===== src/rtl/cttb_pkg.sv =====
// ----------------------------------------------------------------------------
// cttb_pkg
// shared types, codes and helpers for the code page to unicode table
// ----------------------------------------------------------------------------
package cttb_pkg;

  localparam int TABLE_DEPTH_DEF = 128;

  // operation codes
  localparam logic [1:0] OP_CLEAR  = 2'd0;
  localparam logic [1:0] OP_APPEND = 2'd1;
  localparam logic [1:0] OP_LOOKUP = 2'd2;
  localparam logic [1:0] OP_READ   = 2'd3;

  // code page selects
  localparam logic [1:0] PG_CP1251 = 2'd0;
  localparam logic [1:0] PG_ISO    = 2'd1;
  localparam logic [1:0] PG_KOI8   = 2'd2;
  localparam logic [1:0] PG_BAD    = 2'd3;

  // result status codes
  localparam logic [2:0] ST_OK      = 3'd0;
  localparam logic [2:0] ST_FULL    = 3'd1;
  localparam logic [2:0] ST_EMPTY   = 3'd2;
  localparam logic [2:0] ST_RANGE   = 3'd3;
  localparam logic [2:0] ST_BADPAGE = 3'd4;

  typedef struct packed {
    logic [1:0]  op;
    logic [1:0]  code_page;
    logic [7:0]  key_byte;
    logic [6:0]  entry_index;
    logic [15:0] new_code;
    logic [7:0]  new_koi8;
    logic [7:0]  new_iso;
    logic [7:0]  new_cp1251;
  } in_t;

  typedef struct packed {
    logic [15:0] code_out;
    logic        matched;
    logic [7:0]  koi8_out;
    logic [7:0]  iso_out;
    logic [7:0]  cp1251_out;
    logic [2:0]  status;
  } out_t;

  typedef struct packed {
    logic [15:0] code;
    logic [7:0]  koi8;
    logic [7:0]  iso;
    logic [7:0]  cp1251;
  } entry_t;

  // control from the sequencer to the cell row
  typedef struct packed {
    logic shift;
    logic wr;
  } ctl_t;

  function automatic logic [7:0] page_byte(entry_t e, logic [1:0] page);
    logic [7:0] b;
    unique case (page)
      PG_CP1251: b = e.cp1251;
      PG_ISO:    b = e.iso;
      default:   b = e.koi8;
    endcase
    return b;
  endfunction

endpackage


===== src/rtl/cttb_seq.sv =====
// ----------------------------------------------------------------------------
// cttb_seq
// request sequencer: fill count, scan over the rotating row, result register
// ----------------------------------------------------------------------------
module cttb_seq
  import cttb_pkg::*;
#(
  parameter int TABLE_DEPTH = TABLE_DEPTH_DEF,
  localparam int IDX_W = (TABLE_DEPTH > 1) ? $clog2(TABLE_DEPTH) : 1,
  localparam int CNT_W = $clog2(TABLE_DEPTH + 1)
)
(
  input  logic             clk,
  input  logic             rst_n,
  input  logic             in_valid,
  output logic             in_ready,
  input  in_t              in_data,
  output logic             out_valid,
  input  logic             out_ready,
  output out_t             out_data,
  input  entry_t           head,
  output ctl_t             ctl,
  output logic [IDX_W-1:0] wr_slot
);

  localparam int CW = (CNT_W > 7) ? CNT_W : 7;

  localparam logic [1:0] S_IDLE = 2'd0;
  localparam logic [1:0] S_SCAN = 2'd1;
  localparam logic [1:0] S_FIN  = 2'd2;

  logic [1:0]       state_r, state_nxt;
  logic [CNT_W-1:0] count_r, count_nxt;
  logic [IDX_W-1:0] step_r, step_nxt;
  logic             hit_r, hit_nxt;
  logic [1:0]       op_r, op_nxt;
  logic [1:0]       page_r, page_nxt;
  logic [7:0]       key_r, key_nxt;
  logic [6:0]       idx_r, idx_nxt;
  out_t             res_r, res_nxt;
  logic             out_valid_r, out_valid_nxt;
  out_t             out_data_r, out_data_nxt;
  logic             accept;
  logic             in_range;

  assign in_ready  = (state_r == S_IDLE);
  assign accept    = in_valid && in_ready;
  assign out_valid = out_valid_r;
  assign out_data  = out_data_r;
  assign wr_slot   = count_r[IDX_W-1:0];
  assign in_range  = CW'(step_r) < CW'(count_r);

  always_comb begin
    state_nxt     = state_r;
    count_nxt     = count_r;
    step_nxt      = step_r;
    hit_nxt       = hit_r;
    op_nxt        = op_r;
    page_nxt      = page_r;
    key_nxt       = key_r;
    idx_nxt       = idx_r;
    res_nxt       = res_r;
    out_data_nxt  = out_data_r;
    out_valid_nxt = out_valid_r && !out_ready;
    ctl           = '0;

    unique case (state_r)
      S_IDLE: begin
        if (accept) begin
          op_nxt   = in_data.op;
          page_nxt = in_data.code_page;
          key_nxt  = in_data.key_byte;
          idx_nxt  = in_data.entry_index;
          hit_nxt  = 1'b0;
          step_nxt = '0;
          res_nxt  = '0;
          state_nxt = S_FIN;
          unique case (in_data.op)
            OP_CLEAR: begin
              count_nxt = '0;
            end
            OP_APPEND: begin
              if (count_r == CNT_W'(TABLE_DEPTH)) begin
                res_nxt.status = ST_FULL;
              end else begin
                ctl.wr    = 1'b1;
                count_nxt = count_r + CNT_W'(1);
              end
            end
            OP_LOOKUP: begin
              res_nxt.code_out = {8'd0, in_data.key_byte};
              priority if (in_data.code_page == PG_BAD) begin
                res_nxt.status = ST_BADPAGE;
              end else if (count_r == '0) begin
                res_nxt.status = ST_EMPTY;
              end else begin
                state_nxt = S_SCAN;
              end
            end
            default: begin
              if (CW'(in_data.entry_index) >= CW'(count_r)) begin
                res_nxt.status = ST_RANGE;
              end else begin
                state_nxt = S_SCAN;
              end
            end
          endcase
        end
      end
      S_SCAN: begin
        // head holds slot step_r; one full turn brings the row home
        ctl.shift = 1'b1;
        step_nxt  = step_r + IDX_W'(1);
        if (in_range && !hit_r) begin
          if (op_r == OP_LOOKUP) begin
            if (page_byte(head, page_r) == key_r) begin
              hit_nxt          = 1'b1;
              res_nxt.code_out = head.code;
              res_nxt.matched  = 1'b1;
            end
          end else if (CW'(step_r) == CW'(idx_r)) begin
            hit_nxt            = 1'b1;
            res_nxt.code_out   = head.code;
            res_nxt.koi8_out   = head.koi8;
            res_nxt.iso_out    = head.iso;
            res_nxt.cp1251_out = head.cp1251;
          end
        end
        if (step_r == IDX_W'(TABLE_DEPTH - 1)) begin
          step_nxt  = '0;
          state_nxt = S_FIN;
        end
      end
      S_FIN: begin
        if (!out_valid_r || out_ready) begin
          out_data_nxt  = res_r;
          out_valid_nxt = 1'b1;
          state_nxt     = S_IDLE;
        end
      end
      default: begin
        state_nxt = S_IDLE;
      end
    endcase
  end

  always_ff @(posedge clk) begin
    if (!rst_n) begin
      state_r     <= S_IDLE;
      count_r     <= '0;
      out_valid_r <= 1'b0;
      step_r      <= '0;
      hit_r       <= 1'b0;
    end else begin
      state_r     <= state_nxt;
      count_r     <= count_nxt;
      out_valid_r <= out_valid_nxt;
      step_r      <= step_nxt;
      hit_r       <= hit_nxt;
    end
  end

  always_ff @(posedge clk) begin
    op_r       <= op_nxt;
    page_r     <= page_nxt;
    key_r      <= key_nxt;
    idx_r      <= idx_nxt;
    res_r      <= res_nxt;
    out_data_r <= out_data_nxt;
  end

endmodule


===== config.mk =====
export PLATFORM = sky130hd
export DESIGN_NAME = cttb_seq
export DESIGN_NICKNAME = d
export VERILOG_FILES = /design/src/rtl/cttb_pkg.sv /design/src/rtl/cttb_seq.sv
export SDC_FILE = /design/constraint.sdc
export NUM_CORES = 1
export LEC_CHECK = 0
export BUFFER_PORTS_ARGS = -buffer_cell sky130_fd_sc_hd__buf_2
export CAP_MARGIN = 40
export CORE_MARGIN = 4
export CORE_UTILIZATION = 54
export CTS_BUF_LIST = sky130_fd_sc_hd__clkbuf_4 sky130_fd_sc_hd__clkbuf_8
export CTS_CLUSTER_DIAMETER = 100
export CTS_CLUSTER_SIZE = 20
export DETAILED_ROUTE_END_ITERATION = 12
export GPL_TIMING_DRIVEN = 0
export PLACE_DENSITY = 0.83
export REMOVE_ABC_BUFFERS = 1
export SYNTH_ARGS = -nofsm -noshare
export SYNTH_HDL_FRONTEND = slang
export SYNTH_SLANG_ARGS = --single-unit

===== constraint.sdc =====
create_clock -name clk -period 3.28 [get_ports clk]
set_clock_uncertainty 0.05 [all_clocks]
set_input_delay 0.164 -clock clk [delete_from_list [all_inputs] [get_ports clk]]
set_output_delay 0.164 -clock clk [all_outputs]
set_load 0.02 [all_outputs]

# [After elaboration in Yosys (flattened, before gate mapping)]
# Index checks and enable logic that the tools add are counted.
[totals] regBits=126 latchBits=0 ram_bits=0 rom_bits=0 input_bits=103 word_cells=114 memories=0
[op_classes] add_sub_neg=2 multipliers=0 n_div=0 order_cmp=2 eq_ne=22 shift=0 muxes=45 bitwise=0 n_reduce_logical=22
[ops] cell="$pmux 41 s2" count=1
[ops] cell="$mux 24" count=2
[ops] cell="$mux 44" count=1
[ops] cell="$mux 41" count=1
[ops] cell="$mux 8" count=5
[ops] cell="$mux 16" count=2
[ops] cell="$pmux 8 s2" count=2
[ops] cell="$mux 17" count=1
[ops] cell="$mux 2" count=8
[ops] cell="$ne 2x2->1 const B" count=8
[ops] cell="$reduce_and 5->1" count=3
[ops] cell="$mux 1" count=14
[ops] cell="$mux 7" count=2
[ops] cell="$pmux 7 s2" count=1
[ops] cell="$pmux 3 s3" count=1
[ops] cell="$add 8x1->8 const B" count=1
[ops] cell="$eq 2x2->1 const B" count=4
[ops] cell="$eq 8x8->1" count=1
[ops] cell="$eq 8x8->1 const B" count=1
[ops] cell="$ge 7x8->1" count=1
[ops] cell="$logic_not 8->1" count=1
[ops] cell="$lt 7x8->1" count=1
[ops] cell="$add 7x1->7 const B" count=1
[ops] cell="$eq 7x7->1" count=1
[ops] cell="17 further kinds" count=29

# [Logic depth before layout (Yosys ltp)]
[logic_depth] word_depth=10 mapped_depth=8 depth_no_buf=8

# [Least setup slack after synthesis]
# No wires, ideal clock.
[synth_path] path_kind="register to register" start="register out_valid_r, in the netlist out_valid" end="register out_data_r, in the netlist out_data[0], enable pin" t_arrival_ns=2.488 setup_slack_ns=0.291 stages_incl_launch_ff=3 n_path_buf=0 period_less_slack_ns=2.989 path_cell_list="dfxtp_1 nand2b_1 nor2b_1"
[synth_between] elab_chain_len=3
[synth_lines] element="from (decl)" line_no="cttb_seq.sv:41" rtl="logic out_valid_r, out_valid_nxt;"
[synth_lines] element="from (signal assigned)" line_no="cttb_seq.sv:157" rtl="out_valid_r <= out_valid_nxt;"
[synth_lines] element="$logic_not 1->1" line_no="cttb_seq.sv:135" rtl="if (!out_valid_r || out_ready) begin"
[synth_lines] element="$logic_or 1x1->1" line_no="cttb_seq.sv:135"
[synth_lines] element="$reduce_and 2->1 (no source line)"
[synth_lines] element="to (signal assigned)" line_no="cttb_seq.sv:169" rtl="out_data_r <= out_data_nxt;"
[synth_lines] element="to (decl)" line_no="cttb_seq.sv:42" rtl="out_t out_data_r, out_data_nxt;"
# Every way passes these cells.
# A chain may end at the register's enable or synchronous reset.

# [Final worst setup path]
[layout_path] start="register page_r[1]" end="register res_r[42] in the netlist's numbering, enable pin"
[layout_between] elab_chain_len=8
[layout_lines] element="from (decl)" line_no="cttb_seq.sv:37" rtl="logic [1:0] page_r, page_nxt;"
[layout_lines] element="from (signal assigned)" line_no="cttb_seq.sv:165" rtl="page_r <= page_nxt;"
[layout_lines] element="$eq 2x1->1 / $logic_not 2->1 (equally long branches)" line_no="cttb_pkg.sv:63" rtl="unique case (page)"
[layout_lines] element="$pmux 8 s2 *" line_no="cttb_pkg.sv:63"
[layout_lines] element="$mux 8 *" line_no="cttb_seq.sv:115" rtl="if (op_r == OP_LOOKUP) begin"
[layout_lines] element="$mux 8 *" line_no="cttb_seq.sv:114" rtl="if (in_range && !hit_r) begin"
[layout_lines] element="$mux 8 *" line_no="cttb_seq.sv:67" rtl="unique case (state_r)"
[layout_lines] element="$eq 8x8->1 *" line_no="cttb_seq.sv:116" rtl="if (page_byte(head, page_r) == key_r) begin"
[layout_lines] element="$ne 3x3->1 (no source line) *"
[layout_lines] element="$reduce_and 5->1 (no source line) *"
[layout_lines] element="to (signal assigned)" line_no="cttb_seq.sv:168" rtl="res_r <= res_nxt;"
[layout_lines] element="to (decl)" line_no="cttb_seq.sv:40" rtl="out_t res_r, res_nxt;"
# Mark *: on every way between the ends. The rest lies on a longest branch, timed or not. The select of a mux whose other input is x is not followed.

==> impl_metrics.env <==
export IMPL_crit_fanout=14
export IMPL_layout_min_cycle_time_ns=3.10
export IMPL_powerDensity_nw_per_um2=516
export IMPL_placedCellCount=629
export IMPL_io_pins=158
export IMPL_cp_slowest_cell="edfxtp_1"
export IMPL_fillers=653
export IMPL_cp_num_buf_inv=2
export IMPL_drt_pass1_iter_count=5
export IMPL_synth_avg_cell_area_um2=13.9
export IMPL_wire_per_inst_um=17.4
export IMPL_drt_iter0_markers=220
export IMPL_top_layer_used="met4"
export IMPL_clk_latency_ns=0.42
export IMPL_rrSetupSlack_ns=0.18
export IMPL_drcViolationCount=0
export IMPL_numCtsBuffers=17
export IMPL_cts_max_level=4
export IMPL_avgViaCountPerCell=5.37
export IMPL_final_area_um2=7150
export IMPL_synth_edf_count=107
export IMPL_ys_flop_type="edfxtp_1"
export IMPL_slew_viol_final=0
export IMPL_setup_tns_final_ns=0
export IMPL_ctsLongestPathBuffers=2
export IMPL_worstHoldStart="head[18]"
export IMPL_die_w_um=109
export IMPL_gp_congestion=0.852
export IMPL_utilization_pct=72.8
export IMPL_clkSinkCount=126
export IMPL_reg2reg_to="res_r[42]"
export IMPL_fp_row_count=36
export IMPL_routed_wl_um=12400
export IMPL_wl_met2_um=6680
export IMPL_die_h_um=109
export IMPL_clk_pin_slew_ns=0.07
export IMPL_route_met3_wl_um=622
export IMPL_cap_violations=0
export IMPL_grt_pass1_wl_um=18700
export IMPL_synthCells=394
export IMPL_dpl_hpwl_um=8030
export IMPL_path_delay_family="simple AND/OR/NAND/NOR gates"
export IMPL_outcome="complete, no violations"
export IMPL_p_leak_nw=2.85
export IMPL_grt_usage_pct=21.3
export IMPL_hold_depth=2
export IMPL_path_class="flip-flop to flip-flop"
export IMPL_seq_area_frac_synth_pct=65.8
export IMPL_min_to="res_r[21]"
export IMPL_relSlewSlack_pct=45.0
export IMPL_synth_cell_types=55
export IMPL_fmax_mhz=323
export IMPL_core_area_um2=9820
export IMPL_rr_worst_depth=8
export IMPL_die_area_um2=11800
export IMPL_ys_ff_latch=126
export IMPL_setup_ws_ns=0.184
export IMPL_dpl_worst_slack_ns=0.0458
export IMPL_critPathCaptureType="flip-flop"
export IMPL_io_buffers=117
export IMPL_drtAntennaViolNets=0
export IMPL_max_stage_delay_ns=0.62
export IMPL_cp_arrival_ns=3.16
export IMPL_grt_max_degree=28
export IMPL_antenna_found_initial=0
export IMPL_placed_area_um2=6190
export IMPL_wl_met1_um=4830
export IMPL_hold_viol_final=0
export IMPL_vdd_drop_max_uv=291
export IMPL_clockRootBuffer="clkbuf_8"
export IMPL_cp_cell_sequence="clkbuf_4 -> nand2_1 -> o211a_1 -> or4_1 -> nor4_4 -> nor3_1 -> nor2_2 -> buf_4"
export IMPL_synth_area_um2=5460
export IMPL_async_reset_ff_share_pct=0
export IMPL_final_cells=714
export IMPL_hold_path_class="input port to flip-flop"
export IMPL_regToRegStartpoint="page_r[1]"
export IMPL_area_growth_pct=30.9
export IMPL_fin_nets=687
export IMPL_worst_pin_slew_ns=0.818
export IMPL_cp_data_required_time_ns=3.34
export IMPL_worstSetupStartpointType="flip-flop"
export IMPL_initial_utilization_pct=55.6
export IMPL_antennaDiodeCount=0
export IMPL_synth_yosys_warnings=0
export IMPL_grt_pass1_vias=3794
export IMPL_setup_viol=0
export IMPL_finalCritPeriodShare_pct=94.4
export IMPL_drive_gt1_share_pct=29.1
export IMPL_via_count=3837
export IMPL_grt_ovfl_total=0
export IMPL_rsz0062_at_grt="false"
export IMPL_cts_tree="yes"
[synthesized netlist by cell type (3+ instances only)]
master    number  area [um^2]
inv_1         14         52.6
nand3_1        5         25.0
xor2_1         3         26.3
nand2b_1      10         62.6
dfxtp_1       19          380
nor2b_1       11         68.8
edfxtp_1     107         3210
buf_4          8         60.1
nor4_1         4         25.0
o21ai_0        9         45.0
a21o_1         4         30.0
a22o_1         9         78.8
a21boi_0       3         22.5
a21oi_1        9         45.0
a211oi_1       7         52.6
nand4_1        3         18.8
nand2_1       19         71.3
o211ai_1       5         37.5
nor2_1        15         56.3
and2_1        37          231
o211a_1        6         60.1
o21ai_1        3         15.0
and3_1         5         31.3
clkbuf_1       8         30.0
a21boi_1       3         22.5
xnor2_1        9         78.8
ha_1          16          200
mux2i_1        8         80.1
[how the worst max path moves through the flow]
stage	startpoint	end	cells after the start
after floorplan	out_valid	out_data[0]	2
after global placement	state_r[0]	out_data[9]	2
after detailed placement	page_r[1]	res_r[43]	7
after CTS	page_r[1]	res_r[41]	7
after global routing	page_r[0]	res_r[43]	7
final	page_r[1]	res_r[42]	8
[cell families after synthesis]
family	Yosys count	synth area share (%)
fa+ha+maj	16	3.67
buf+inv	35	3.28
simple gates	126	13.9
compound gates	69	9.49
xor+xnor	12	1.93
mux	10	1.88
flops	126	65.8
[sequential cells by signal, summed over array words and instances (netlist names)]
register,count
res_r,44
hit_r,1
state_r,2
count_r,8
out_valid,1
out_data,44
idx_r,7
page_r,2
key_r,8
op_r,2
step_r,7
[metrics by stage]
stage,hold slack [ns],total power [mW]
floorplan,0.213,2.12
detailed placement,0.311,2.27
global placement,0.308,2.24
finish,0.0238,3.69
CTS,0.000413,3.68
global route,0.00000441,3.84
[power by group]
group	total (mW)	internal [mW]	switching, mW
Combinational	0.403	0.174	0.230
Clock	1.39	0.762	0.625
Sequential	1.90	1.86	0.0415
[cells in the final DEF (no fill, tap or decap), types with 4 or more instances in the layout]
cell type / instances
mux2i_1: 8
o211ai_1: 5
o211a_1: 6
dfxtp_1: 19
nor2_1: 13
xnor2_1: 9
a22o_1: 9
inv_1: 14
a21o_1: 4
o21ai_0: 9
nor2b_1: 10
clkinv_4: 7
nor4_1: 4
a211oi_1: 7
ha_1: 16
clkbuf_8: 17
dlygate4sd3_1: 52
nand3_1: 5
a21oi_1: 9
nand2b_1: 10
and3_1: 5
nand2_1: 19
edfxtp_1: 107
and2_1: 37
buf_2: 117
[repair_timing]
action,4_1_cts,5_1_grt
pin swaps,0,0
hold buffers,43,9
gates resized for setup,1,1
setup buffers,0,1
cloned,0,0
setup endpoints to repair,11,11
hold endpoints to repair,43,9
[final cells by class]
type | instances | area, um^2 | share of cell area (%)
clock buffer | 17 | 234 | 3.27
clock inverter | 15 | 189 | 2.64
timing repair buffer | 175 | 1210 | 16.9
inverter | 15 | 60.1 | 0.840
multi-input combinational | 233 | 1700 | 23.8
tap | 133 | 166 | 2.33
sequential | 126 | 3590 | 50.3
[layer usage]
metal  vias to the layer above  track usage, %
met5                         -               0
met4                         0            7.48
met3                        22            5.55
met2                       150            39.4
met1                      1861            23.4
li1                       1804               -
Note: power is estimated with default switching activity, not from simulation.
