## config.mk

```make
export PLATFORM = sky130hd
export DESIGN_NAME = cttb_cell
export DESIGN_NICKNAME = d
export VERILOG_FILES = /design/src/rtl/cttb_pkg.sv /design/src/rtl/cttb_cell.sv
export SDC_FILE = /design/constraint.sdc
export NUM_CORES = 1
export LEC_CHECK = 0
export ABC_AREA = 1
export BUFFER_PORTS_ARGS = -buffer_cell sky130_fd_sc_hd__buf_2
export CORE_MARGIN = 1.5
export CORE_UTILIZATION = 35
export CTS_BUF_LIST = sky130_fd_sc_hd__clkbuf_8
export CTS_CLUSTER_DIAMETER = 200
export DETAILED_ROUTE_END_ITERATION = 7
export GPL_TIMING_DRIVEN = 0
export PLACE_DENSITY = 0.69
export SYNTH_ARGS = -nofsm -noshare
export SYNTH_HDL_FRONTEND = slang
export SYNTH_SLANG_ARGS = --single-unit
export TNS_END_PERCENT = 5
```

## constraint.sdc

```tcl
create_clock -name clk -period 3.1 [get_ports clk]
set_clock_uncertainty 0.1 [all_clocks]
set_input_delay 0 -clock clk [delete_from_list [all_inputs] [get_ports clk]]
set_output_delay 0 -clock clk [all_outputs]
set_load 0.05 [all_outputs]
```

## src/rtl/cttb_pkg.sv

```systemverilog
// ----------------------------------------------------------------------------
// cttb_pkg
// shared types, codes and helpers for the code page to unicode table
// ----------------------------------------------------------------------------
package cttb_pkg;

  localparam int TABLE_DEPTH_DEF = 128;

  // operation codes
  localparam logic [1:0] OP_CLEAR  = 2'd0;
  localparam logic [1:0] OP_APPEND = 2'd1;
  localparam logic [1:0] OP_LOOKUP = 2'd2;
  localparam logic [1:0] OP_READ   = 2'd3;

  // code page selects
  localparam logic [1:0] PG_CP1251 = 2'd0;
  localparam logic [1:0] PG_ISO    = 2'd1;
  localparam logic [1:0] PG_KOI8   = 2'd2;
  localparam logic [1:0] PG_BAD    = 2'd3;

  // result status codes
  localparam logic [2:0] ST_OK      = 3'd0;
  localparam logic [2:0] ST_FULL    = 3'd1;
  localparam logic [2:0] ST_EMPTY   = 3'd2;
  localparam logic [2:0] ST_RANGE   = 3'd3;
  localparam logic [2:0] ST_BADPAGE = 3'd4;

  typedef struct packed {
    logic [1:0]  op;
    logic [1:0]  code_page;
    logic [7:0]  key_byte;
    logic [6:0]  entry_index;
    logic [15:0] new_code;
    logic [7:0]  new_koi8;
    logic [7:0]  new_iso;
    logic [7:0]  new_cp1251;
  } in_t;

  typedef struct packed {
    logic [15:0] code_out;
    logic        matched;
    logic [7:0]  koi8_out;
    logic [7:0]  iso_out;
    logic [7:0]  cp1251_out;
    logic [2:0]  status;
  } out_t;

  typedef struct packed {
    logic [15:0] code;
    logic [7:0]  koi8;
    logic [7:0]  iso;
    logic [7:0]  cp1251;
  } entry_t;

  // control from the sequencer to the cell row
  typedef struct packed {
    logic shift;
    logic wr;
  } ctl_t;

  function automatic logic [7:0] page_byte(entry_t e, logic [1:0] page);
    logic [7:0] b;
    unique case (page)
      PG_CP1251: b = e.cp1251;
      PG_ISO:    b = e.iso;
      default:   b = e.koi8;
    endcase
    return b;
  endfunction

endpackage

```

## src/rtl/cttb_cell.sv

```systemverilog
// ----------------------------------------------------------------------------
// cttb_cell
// one table slot of the rotating cell row
// ----------------------------------------------------------------------------
module cttb_cell
  import cttb_pkg::*;
(
  input  logic   clk,
  input  logic   shift_en,
  input  logic   wr_en,
  input  entry_t wr_data,
  input  entry_t nbr_data,
  output entry_t data_r
);

  entry_t data_nxt;

  // write and shift never coincide
  always_comb begin
    data_nxt = data_r;
    if (wr_en) begin
      data_nxt = wr_data;
    end else if (shift_en) begin
      data_nxt = nbr_data;
    end
  end

  always_ff @(posedge clk) begin
    data_r <= data_nxt;
  end

endmodule

```

Word level (Yosys, flattened, before mapping)
Cells that the tools add are included.
{ "classes": {"n_mul": 0, "n_mux": 2, "n_div": 0, "bitwise_logic": 0, "order_cmp": 0, "n_reduce_logical": 1, "addsub": 0, "shifts": 0, "n_eq_ne": 0} }
{ "ops": {"columns": ["operator", "n"], "rows": [
  ["40-bit two-way mux", 2],
  ["2-bit nonzero test", 1]
]} }
{ "word_totals": {"latchBits": 0, "romBits": 0, "ramBits": 0, "wordCells": 7, "reg_bits": 40, "memories": 0, "input_bits": 83} }

Longest topological paths before layout
Gate-level depths: netlist of the first run.
{ "depth": {"word_depth": 2, "ltp_mapped": 5, "mapped_depth_nobuf": 3} }

Worst setup path after synthesis of the first run
Ideal clock, no wire load.
{ "synth_timing": {"path_type": "input -> register", "startpoint": "in wr_en", "endpoint": "reg data_r[0] (netlist name) (enable)", "n_path_buf": 1, "setup_slack_ns": 1.931, "arrival_ns": 0.689, "stages": 2, "path_cell_list": "buf_6 > or2_2"} }
{ "synth_between": {"elab_chain_cells": 1} }
{ "synth_rtl": {"columns": ["element", "line", "source"], "rows": [
  ["start, declared", "cttb_cell.sv:10", "input logic wr_en,"],
  ["2-bit nonzero test (no line)", null, null],
  ["end signal, assigned", "cttb_cell.sv:29", "data_r <= data_nxt;"],
  ["end, declared", "cttb_cell.sv:13", "output entry_t data_r"]
]} }
Every way passes these cells.
A chain may end at the register's enable or synchronous reset.

==> results.md, run 1 <==
- # rows: 26
- First-pass GRT wire length: 7.38 mm
- Area occupied by multi-input gates: 482 µm²
- Core ar.: 0.00504 mm²
- DIE AREA: 0.00562 mm²
- Cell Pwr Density: 439 mW/mm²
- Rel. slew slack: 38.5%
- Synth Cell Area: 0.00181 mm²
- Fin Setup TNS: 0 ns
- H-tree depth: 2
- Antenna cell count: 0
- Register Area: 0.00120 mm²
- Mapped Cells: 171
- Max cap viols: 0
- Max FFs per register: 40
- Hold_ws: 0.414 ns
- Detail Placement HPWL: 2.87 mm
- Via count: 1890
- Most area-hungry cell type in the Yosys netlist: edfxtp_1
- Worst slew pin tran: 0.922 ns
- Top post-synthesis cells by count: nand2_1, edfxtp_1, nand2_2, buf_6, clkbuf_8
- Worst Path Arrival: 1.32 ns
- Setup crit end kind: flop
- Count leader, synth: nand2_1
- Area share of the largest cell type after synthesis: 66.3%
- Pleak: 1.70 nW
- Synthesized Nets: 254
- Final wirelength: 4.83 mm
- Unrepaired setup endpoints after global routing: no
- Regs by FF count: data_r (40)
- Number of global-route vias before repair: 1812
- Remaining DRCs: 0
- Status: complete, no violations
- # clock sinks: 40
- IO Count: 123
- Largest net degree at the start of global routing: 41
- Syn Area/Cell: 10.6 µm²
- Buffers on Ports: 121
- Net count reported at finish: 462
- Crit path time final: 1.39 ns
- Syn-to-layout area delta: 86.7%
- Top cells by area, synth: edfxtp_1, nand2_1, nand2_2
- Final worst slack: 1.71 ns
- Largest reg by FF count: data_r
- Worst Path Required: 3.03 ns
- Final setup vio count: 0
- Vias per cell: 4.21
- Proportion of layout cells with a drive suffix above 1: 38.8%
- Final Wtd Congestion: 0.657
- Dpl ws: 1.70 ns
- Wire per inst: 10.8 µm
- Global-route usage over all layers: 17.5%
- Final period utilization: 44.8%
- Post-cts repair resize count: 0
- CTS Root Buffer Type: clkbuf_8
- Grt total ovfl: 0
- F_max: 721 MHz
- Yosys reg bits: 40
- CP max FO: 1
- Post-synth EDFFs: 40
- Sequential area share after synthesis: 66.3%
- Slew Viols, Final: 0
- First-pass iteration count of the detailed router: 4
- Type of the most critical hold path: in -> reg
- Fin. Hold Viols: 0
- Clock transition at path regs: 0.07 ns
- Ys flop type: edfxtp_1
- Clock Path Buffers: 2
- Worst Hold Depth: 4
- TritonCTS clock tree: yes
- Design area: 0.00338 mm²
- IR drop worst, VDD: 247 µV
- Num CTS Buffers: 5
- Netlist cell types: 8
- Die Wd: 74.9 µm
- Initial Util: 35.9%
- Antenna violations before repair: 0
- Fillers: 401
- Crit path launch type: input pin
- DR iter-0 viols: 46
- WS Path Type: in -> reg
- Post-CTS repair timing setup buffer count: 0
- Die Y: 74.9 µm
- Yosys synthesis warning count: 0
- Final cell utilization of the core: 67.1%
- Post-synthesis async set-or-reset flop share: 0%
- Antenna-violating nets left: 0
- Placed cell area: 0.00250 mm²
[report_power, final]
part / internal (W) / switching (W)
Sequential: 0.000664 / 0.0000126
Combinational: 0.000190 / 0.000312
Clock: 0.000148 / 0.000160
[layout make-up]
class	instances	share of cell area, %
flip-flops and latches	40	35.5
repair buffers	201	41.6
multi-input cells	121	14.2
inverters	1	0.333
clock inverters	2	0.222
plain buffers	9	3.48
clock buffers	5	2.03
well taps	70	2.59
[per-layer routing]
metal / track usage (%) / vias up / routed length, µm
met3: 5.09 / 4 / 371
met2: 34.2 / 74 / 2700
met5: 0 / - / 0
li1: - / 960 / -
met1: 17.5 / 852 / 1740
met4: 5.66 / 0 / 23
[worst max-delay path, cell delays in order]
cell	delay [ns]
dlygate4sd3_1	0.53
buf_2	0.12
nand2_1	0.06
nand2_1	0.06
dlygate4sd3_1	0.55
[logic make-up after synthesis]
kind of cell	share of synthesized area, %
and+or+nand+nor	26.6
buffers and inverters	7.11
DFF	66.3
[through the flow]
step	power [W]	std cells
2_1_floorplan	0.000976	171
3_3_place_gp	0.00109	362
3_5_place_dp	0.00109	362
4_1_cts	0.00150	449
5_1_grt	0.00156	449
6_report	0.00149	449
[final timing paths]
kind	start	to
min	nbr_data[4]	data_r[4]
max	wr_data[30]	data_r[30]
[cells in the final DEF, fill, tap and decap left out]
cell	Yosys	routed
buf_12	1	1
dlygate4sd3_1	0	80
clkbuf_8	3	8
buf_2	0	121
or2_2	1	1
nand2_2	10	10
buf_6	5	5
edfxtp_1	40	40
inv_8	1	1
clkinv_1	0	2
nand2_1	110	110
[repair_timing]
item | in CTS | in global routing
hold buffers | 80 | 0
hold endpoints to repair | 40 | 0
endpoints found under the setup margin | 0 | 0
(Power assumes the default switching activity.)
==> inputs of run 2 (changes only) <==
==> constraint.sdc (replaced) <==
create_clock -name clk -period 1.3 [get_ports clk]
set_clock_uncertainty 0.1 [all_clocks]
set_input_delay 0 -clock clk [delete_from_list [all_inputs] [get_ports clk]]
set_output_delay 0 -clock clk [all_outputs]
set_load 0.05 [all_outputs]
==> run 2 against run 1 <==
Against the previous run: sequential power grew 140%; critical path depth shrank 3; via count grew 1.3%; count of clock-buffer cells in the layout is the same.
==> results.md, run 2 (synthesis gave the netlist of run 1 again) <==
- Status: complete, no violations
- Dpl ws: -0.0991 ns (-1.80 ns)
- First-pass iteration count of the detailed router: 4 (unchanged)
- Int Pwr: 0.00235 W (+130%)
- Antenna cell count: 0 (unchanged)
- Fillers: 385 (-4.0%)
- Core ar.: 0.00504 mm² (unchanged)
- Unrepaired setup endpoints after global routing: no
- Global-route usage over all layers: 18.7% (+1.3 points)
- Net switching power: 0.00116 W (+140%)
- Commonest non-fill, non-tap cell in the layout: buf_2
- WL met2: 2.93 mm (+8.7%)
- Setup crit end: data_r[32]
- Final wirelength: 5.39 mm (+12%)
- IO Count: 123 (unchanged)
- Max FFs per register: 40 (unchanged)
- Buffers on Ports: 121 (unchanged)
- H-tree depth: 2 (unchanged)
- Worst Path Required: 1.10 ns (-1.93 ns)
- Post-CTS repair timing setup buffer count: 0 (unchanged)
- Proportion of layout cells with a drive suffix above 1: 38.8% (unchanged)
- Fin Setup TNS: 0 ns (unchanged)
- DIE AREA: 0.00562 mm² (unchanged)
- Crit path time final: 1.06 ns
- Max cap viols: 0 (unchanged)
- Sequential share of power: 46.0% (+0.5 points)
- Regs by FF count: data_r (40)
- Num CTS Buffers: 5 (unchanged)
- Die Wd: 74.9 µm (unchanged)
- Final cell utilization of the core: 67.1% (unchanged)
- TritonCTS clock tree: yes
- CTS Root Buffer Type: clkbuf_8
- Clock Path Buffers: 2 (unchanged)
- # rows: 26 (unchanged)
- Crit path launch: wr_en
- M1 WL: 1.97 mm (+13%)
- IR drop worst, VDD: 619 µV (+150%)
- First-pass GRT wire length: 7.81 mm (+5.8%)
- Worst Path Arrival: 0.87 ns (-0.45 ns)
- Clock transition at path regs: 0.07 ns (about the same)
- Syn-to-layout area delta: 86.7% (unchanged)
- Most frequent cells in the layout: buf_2, nand2_1, dlygate4sd3_1
- Fin. Hold Viols: 0 (unchanged)
- Final setup vio count: 0 (unchanged)
- Cells after DPL: 362 (unchanged)
- Antenna-violating nets left: 0 (unchanged)
- Design area: 0.00338 mm² (unchanged)
- Placed cell area: 0.00250 mm² (unchanged)
- Delay-heaviest family, CP: simple AND/OR/NAND/NOR gates
- Cell Pwr Density: 1040 mW/mm² (+140%)
- Pleak: 1.69 nW (-0.82%)
- Final period utilization: 81.9%
- Antenna violations before repair: 0 (unchanged)
- DR iter-0 viols: 55 (+20%)
- Register Area: 0.00120 mm² (unchanged)
- Vias per cell: 4.26 (+1.3%)
- Critical Path Stages: 2 (-3)
- Highest routing layer actually used: met4
- Area occupied by multi-input gates: 482 µm² (unchanged)
- Crit path launch type: input pin
- Largest reg by FF count: data_r
- Cell Chain, Critical Path: buf_6, or2_2
- # clock sinks: 40 (unchanged)
- Via count: 1914 (+1.3%)
- Grt total ovfl: 0 (unchanged)
- Initial Util: 35.9% (unchanged)
- Die Y: 74.9 µm (unchanged)
- Detail Placement HPWL: 2.87 mm (unchanged)
- Number of global-route vias before repair: 1860 (+2.6%)
- Remaining DRCs: 0 (unchanged)
- Setup crit end kind: flop
- Type of the most critical hold path: in -> reg
- Non-filler cells in the finished layout: 449 (unchanged)
- Rel. slew slack: 39.0% (+0.47 points)
- Net count reported at finish: 462 (unchanged)
- Slowest CP cell: or2_2
- F_max: 939 MHz
- CP bufs+invs: 1 (-2)
- WS Path Type: in -> reg
- CP max FO: 40 (+39)
- Worst slew pin tran: 0.915 ns (-0.00705 ns)
- Final worst slack: 0.235 ns (-1.48 ns)
- CP peak stage delay: 0.73 ns (+0.18 ns)
- Largest net degree at the start of global routing: 41 (unchanged)
- Clk pwr share: 20.9% (about the same)
- Wire per inst: 12.0 µm (+12%)
- Met3 wire len: 397 µm (+7.0%)
- Sw frac: 33.0% (+0.42 points)
- Slew Viols, Final: 0 (unchanged)
- Final Wtd Congestion: 0.657 (unchanged)
- Combinational share of power: 33.1% (-0.6 points)
-- run 2: cell counts in the layout (fill, tap and decap cells not counted) --
No cell type changed its count.
-- run 2: layout make-up --
type	count	area share, %
Timing Repair Buffer	201	41.6
Multi-Input combinational cell	121	14.2
Clock buffer	5	2.03
Sequential cell	40	35.5
Buffer	9	3.48
Tap cell	70	2.59
Inverter	1	0.333
Clock inverter	2	0.222
-- run 2: tightest hold or removal path, delay by kind of cell --
kind,cells,cell delay [ns]
buffers and inverters,2,0.27
and+or+nand+nor,2,0.10
-- run 2: repair_timing --
item                                    in CTS  in global routing
gates resized for setup                      0                  0
hold buffers                                80                  0
endpoints found under the hold margin       40                  0
endpoints found under the setup margin       0                  0
-- run 2: power groups by stage --
| stage | clock network [W] | registers (W) | logic (W) |
|---|---|---|---|
| after CTS | 0.000769 | 0.00161 | 0.00115 |
| after global placement | 0 | 0.00164 | 0.000962 |
| after floorplan | 0 | 0.00216 | 0.000171 |
| final | 0.000734 | 0.00161 | 0.00116 |
| after global routing | 0.000800 | 0.00163 | 0.00123 |
| after detailed placement | 0 | 0.00164 | 0.000967 |
-- run 2: how the worst min path moves through the flow --
stage | startpoint | to | cells after the start
floorplan | nbr_data[0] | data_r[0] | 2
global placement | nbr_data[16] | data_r[16] | 3
detailed placement | nbr_data[7] | data_r[7] | 3
CTS | wr_en | data_r[32] | 4
global route | wr_en | data_r[34] | 4
finish | wr_en | data_r[35] | 4
-- run 2: per-stage QoR --
step                total power (W)  hold WS (ns)
CTS                         0.00353         0.103
global placement            0.00260         0.165
floorplan                   0.00233        0.0728
detailed placement          0.00261         0.167
global route                0.00366         0.127
finish                      0.00351         0.105
-- run 2: per-layer routing --
layer / GRT usage [%] / vias up
met5: 0 / -
met4: 8.28 / 0
met3: 5.49 / 14
met2: 34.3 / 86
met1: 19.8 / 855
li1: - / 959
==> inputs of run 3 (changes only) <==
--- a/config.mk
+++ b/config.mk
@@ -13,7 +13,7 @@
 export CTS_CLUSTER_DIAMETER = 200
 export DETAILED_ROUTE_END_ITERATION = 7
 export GPL_TIMING_DRIVEN = 0
-export PLACE_DENSITY = 0.69
+export PLACE_DENSITY = 0.72
 export SYNTH_ARGS = -nofsm -noshare
 export SYNTH_HDL_FRONTEND = slang
 export SYNTH_SLANG_ARGS = --single-unit
==> constraint.sdc (replaced) <==
create_clock -name clk -period 0.9 [get_ports clk]
set_clock_uncertainty 0.1 [all_clocks]
set_input_delay 0 -clock clk [delete_from_list [all_inputs] [get_ports clk]]
set_output_delay 0 -clock clk [all_outputs]
set_load 0.05 [all_outputs]
==> run 3 against run 2 <==
Against the previous run: the run now ends with setup timing left; routed wire length grew 8.9%; combinational power increased by 67%; clock power is 47% higher; die area did not move; sequential cell count did not move; cell count is 0.22% higher; count of clock-buffer cells in the layout unchanged; worst setup slack got worse by 0.31 ns; worst hold slack worse by 0.033 ns; non-clock buffer count is the same; sequential share of layout area shrank 2.6 points; largest power group unchanged.
==> results.md, run 3 (synthesis gave the netlist of run 1 again) <==
- Clock transition at path regs: 0.07 ns (about the same)
- Wire per inst: 13.0 µm (+8.7%)
- Final worst slack: -0.0718 ns (-0.307 ns)
- Core ar.: 0.00504 mm² (unchanged)
- HP Start: wr_en
- Rel. slew slack: 63.8% (+25 points)
- Proportion of layout cells with a drive suffix above 1: 38.7% (-0.10 points)
- F_max: 1030 MHz
- Fin. Hold Viols: 0 (unchanged)
- Die Y: 74.9 µm (unchanged)
- Cell Chain, Critical Path: buf_6
- # rows: 26 (unchanged)
- Max cap viols: 0 (unchanged)
- Buffers on Ports: 121 (unchanged)
- Worst Path Required: 0.80 ns (-0.30 ns)
- Worst Path Arrival: 0.87 ns (about the same)
- H-tree depth: 2 (unchanged)
- IO Count: 123 (unchanged)
- Crit path launch type: flop
- IR drop worst, VDD: 731 µV (+18%)
- Crit path time final: 0.972 ns
- Syn-to-layout area delta: 101%
- Number of global-route vias before repair: 1981 (+6.5%)
- Antenna cell count: 0 (unchanged)
- Final wirelength: 5.87 mm (+8.9%)
- Global-route usage over all layers: 20.9% (+2.1 points)
- Failing checks: setup timing
- Max FFs per register: 40 (unchanged)
- DIE AREA: 0.00562 mm² (unchanged)
- Largest net degree at the start of global routing: 41 (unchanged)
- Final setup vio count: 40 (+40)
- Unrepaired setup endpoints after global routing: yes
- CTS Root Buffer Type: clkbuf_8
- Overall power: 0.00542 W (+54%)
- Via count: 1930 (+0.84%)
- Detail Placement HPWL: 2.99 mm (+4.0%)
- Largest reg by FF count: data_r
- Hold Path End: data_r[30]
- Clock Path Buffers: 2 (unchanged)
- Pleak: 1.78 nW (+5.6%)
- Antenna violations before repair: 0 (unchanged)
- Non-filler cells in the finished layout: 450 (+0.22%)
- Regs by FF count: data_r (40)
- CP bufs+invs: 1 (unchanged)
- Worst slew pin tran: 0.542 ns (-0.373 ns)
- Dpl ws: -0.177 ns (-0.0778 ns)
- First-pass iteration count of the detailed router: 4 (unchanged)
- Final cell utilization of the core: 72.3% (+5.3 points)
- WS Path Type: reg -> out
- Remaining DRCs: 0 (unchanged)
- Slowest CP cell: edfxtp_1
- TritonCTS clock tree: yes
- Worst Hold Depth: 4 (unchanged)
- Setup crit end kind: output pin
- Most frequent cells in the layout: nand2_1, buf_2, dlygate4sd3_1
- Type of the most critical hold path: in -> reg
- Initial Util: 35.9% (unchanged)
- Vias per cell: 4.29 (+0.61%)
- CP max FO: 1 (-98%)
- DR iter-0 viols: 55 (unchanged)
- Antenna-violating nets left: 0 (unchanged)
- Slew Viols, Final: 0 (unchanged)
- Grt total ovfl: 0 (unchanged)
- Num CTS Buffers: 5 (unchanged)
- Cell Pwr Density: 1480 mW/mm² (+43%)
- # clock sinks: 40 (unchanged)
- Delay-heaviest family, CP: flip-flops
- CP peak stage delay: 0.41 ns (-0.32 ns)
- Status: finished, violations left
- Net count reported at finish: 462 (unchanged)
- First-pass GRT wire length: 8.62 mm (+10%)
- Die Wd: 74.9 µm (unchanged)
- Final period utilization: 108%
- Post-CTS repair timing setup buffer count: 0 (unchanged)
- Cells after DPL: 362 (unchanged)
- Final Wtd Congestion: 0.649 (-1.2%)
- Commonest non-fill, non-tap cell in the layout: nand2_1
-- run 3: cell count changes in the layout (fill, tap and decap cells not counted), sizes merged --
cell	before	now
clkinv	2	1
inv	1	3
-- run 3: per-layer routing --
metal | part of all wire, % | routed length (µm) | track usage [%] | vias to the layer above
li1 | - | - | - | 960
met1 | 34 | 2010 | 20.6 | 873
met3 | 5.9 | 349 | 5.35 | 15
met4 | 2.4 | 142 | 7.88 | 0
met2 | 57 | 3370 | 41.2 | 82
met5 | 0 | 0 | 0 | -
-- run 3: through the flow --
step | hold slack, ns | cell area [µm²] | setup TNS [ns]
6_report | 0.0722 | 3650 | -1.54
5_1_grt | 0.0827 | 3650 | -2.87
4_1_cts | 0.0678 | 3650 | -1.81
3_5_place_dp | 0.166 | 2520 | -7.03
3_3_place_gp | 0.162 | 2520 | -6.52
2_1_floorplan | 0.0728 | 1820 | -1.40
-- run 3: how the worst max path moves through the flow --
stage                     startpoint          to  slack [ns]  cells after the start
after floorplan                wr_en   data_r[0]       -0.03                      2
after global placement         wr_en  data_r[32]       -0.16                      2
after detailed placement       wr_en  data_r[31]       -0.18                      2
after CTS                 data_r[19]  data_r[19]       -0.08                      1
after global routing      data_r[19]  data_r[19]       -0.10                      1
final                     data_r[20]  data_r[20]       -0.07                      1
-- run 3: final cells by class --
class | instances | area, µm²
clock inverters | 3 | 11.3
repair buffers | 201 | 1660
fillers | 359 | 1400
well taps | 70 | 87.6
clock buffers | 5 | 68.8
inverters | 1 | 11.3
flip-flops and latches | 40 | 1200
plain buffers | 9 | 126
multi-input cells | 121 | 484
-- run 3: where the power goes --
part | internal (W) | switching (W)
sequential | 0.00229 | 0.0000975
combinational | 0.000842 | 0.00110
clock | 0.000517 | 0.000568
total | 0.00365 | 0.00176
-- run 3: repair_timing --
action,in CTS,in global routing
gates resized for setup,80,0
hold buffers,80,0
endpoints found under the setup margin,40,40
cloned,0,0
endpoints found under the hold margin,40,0
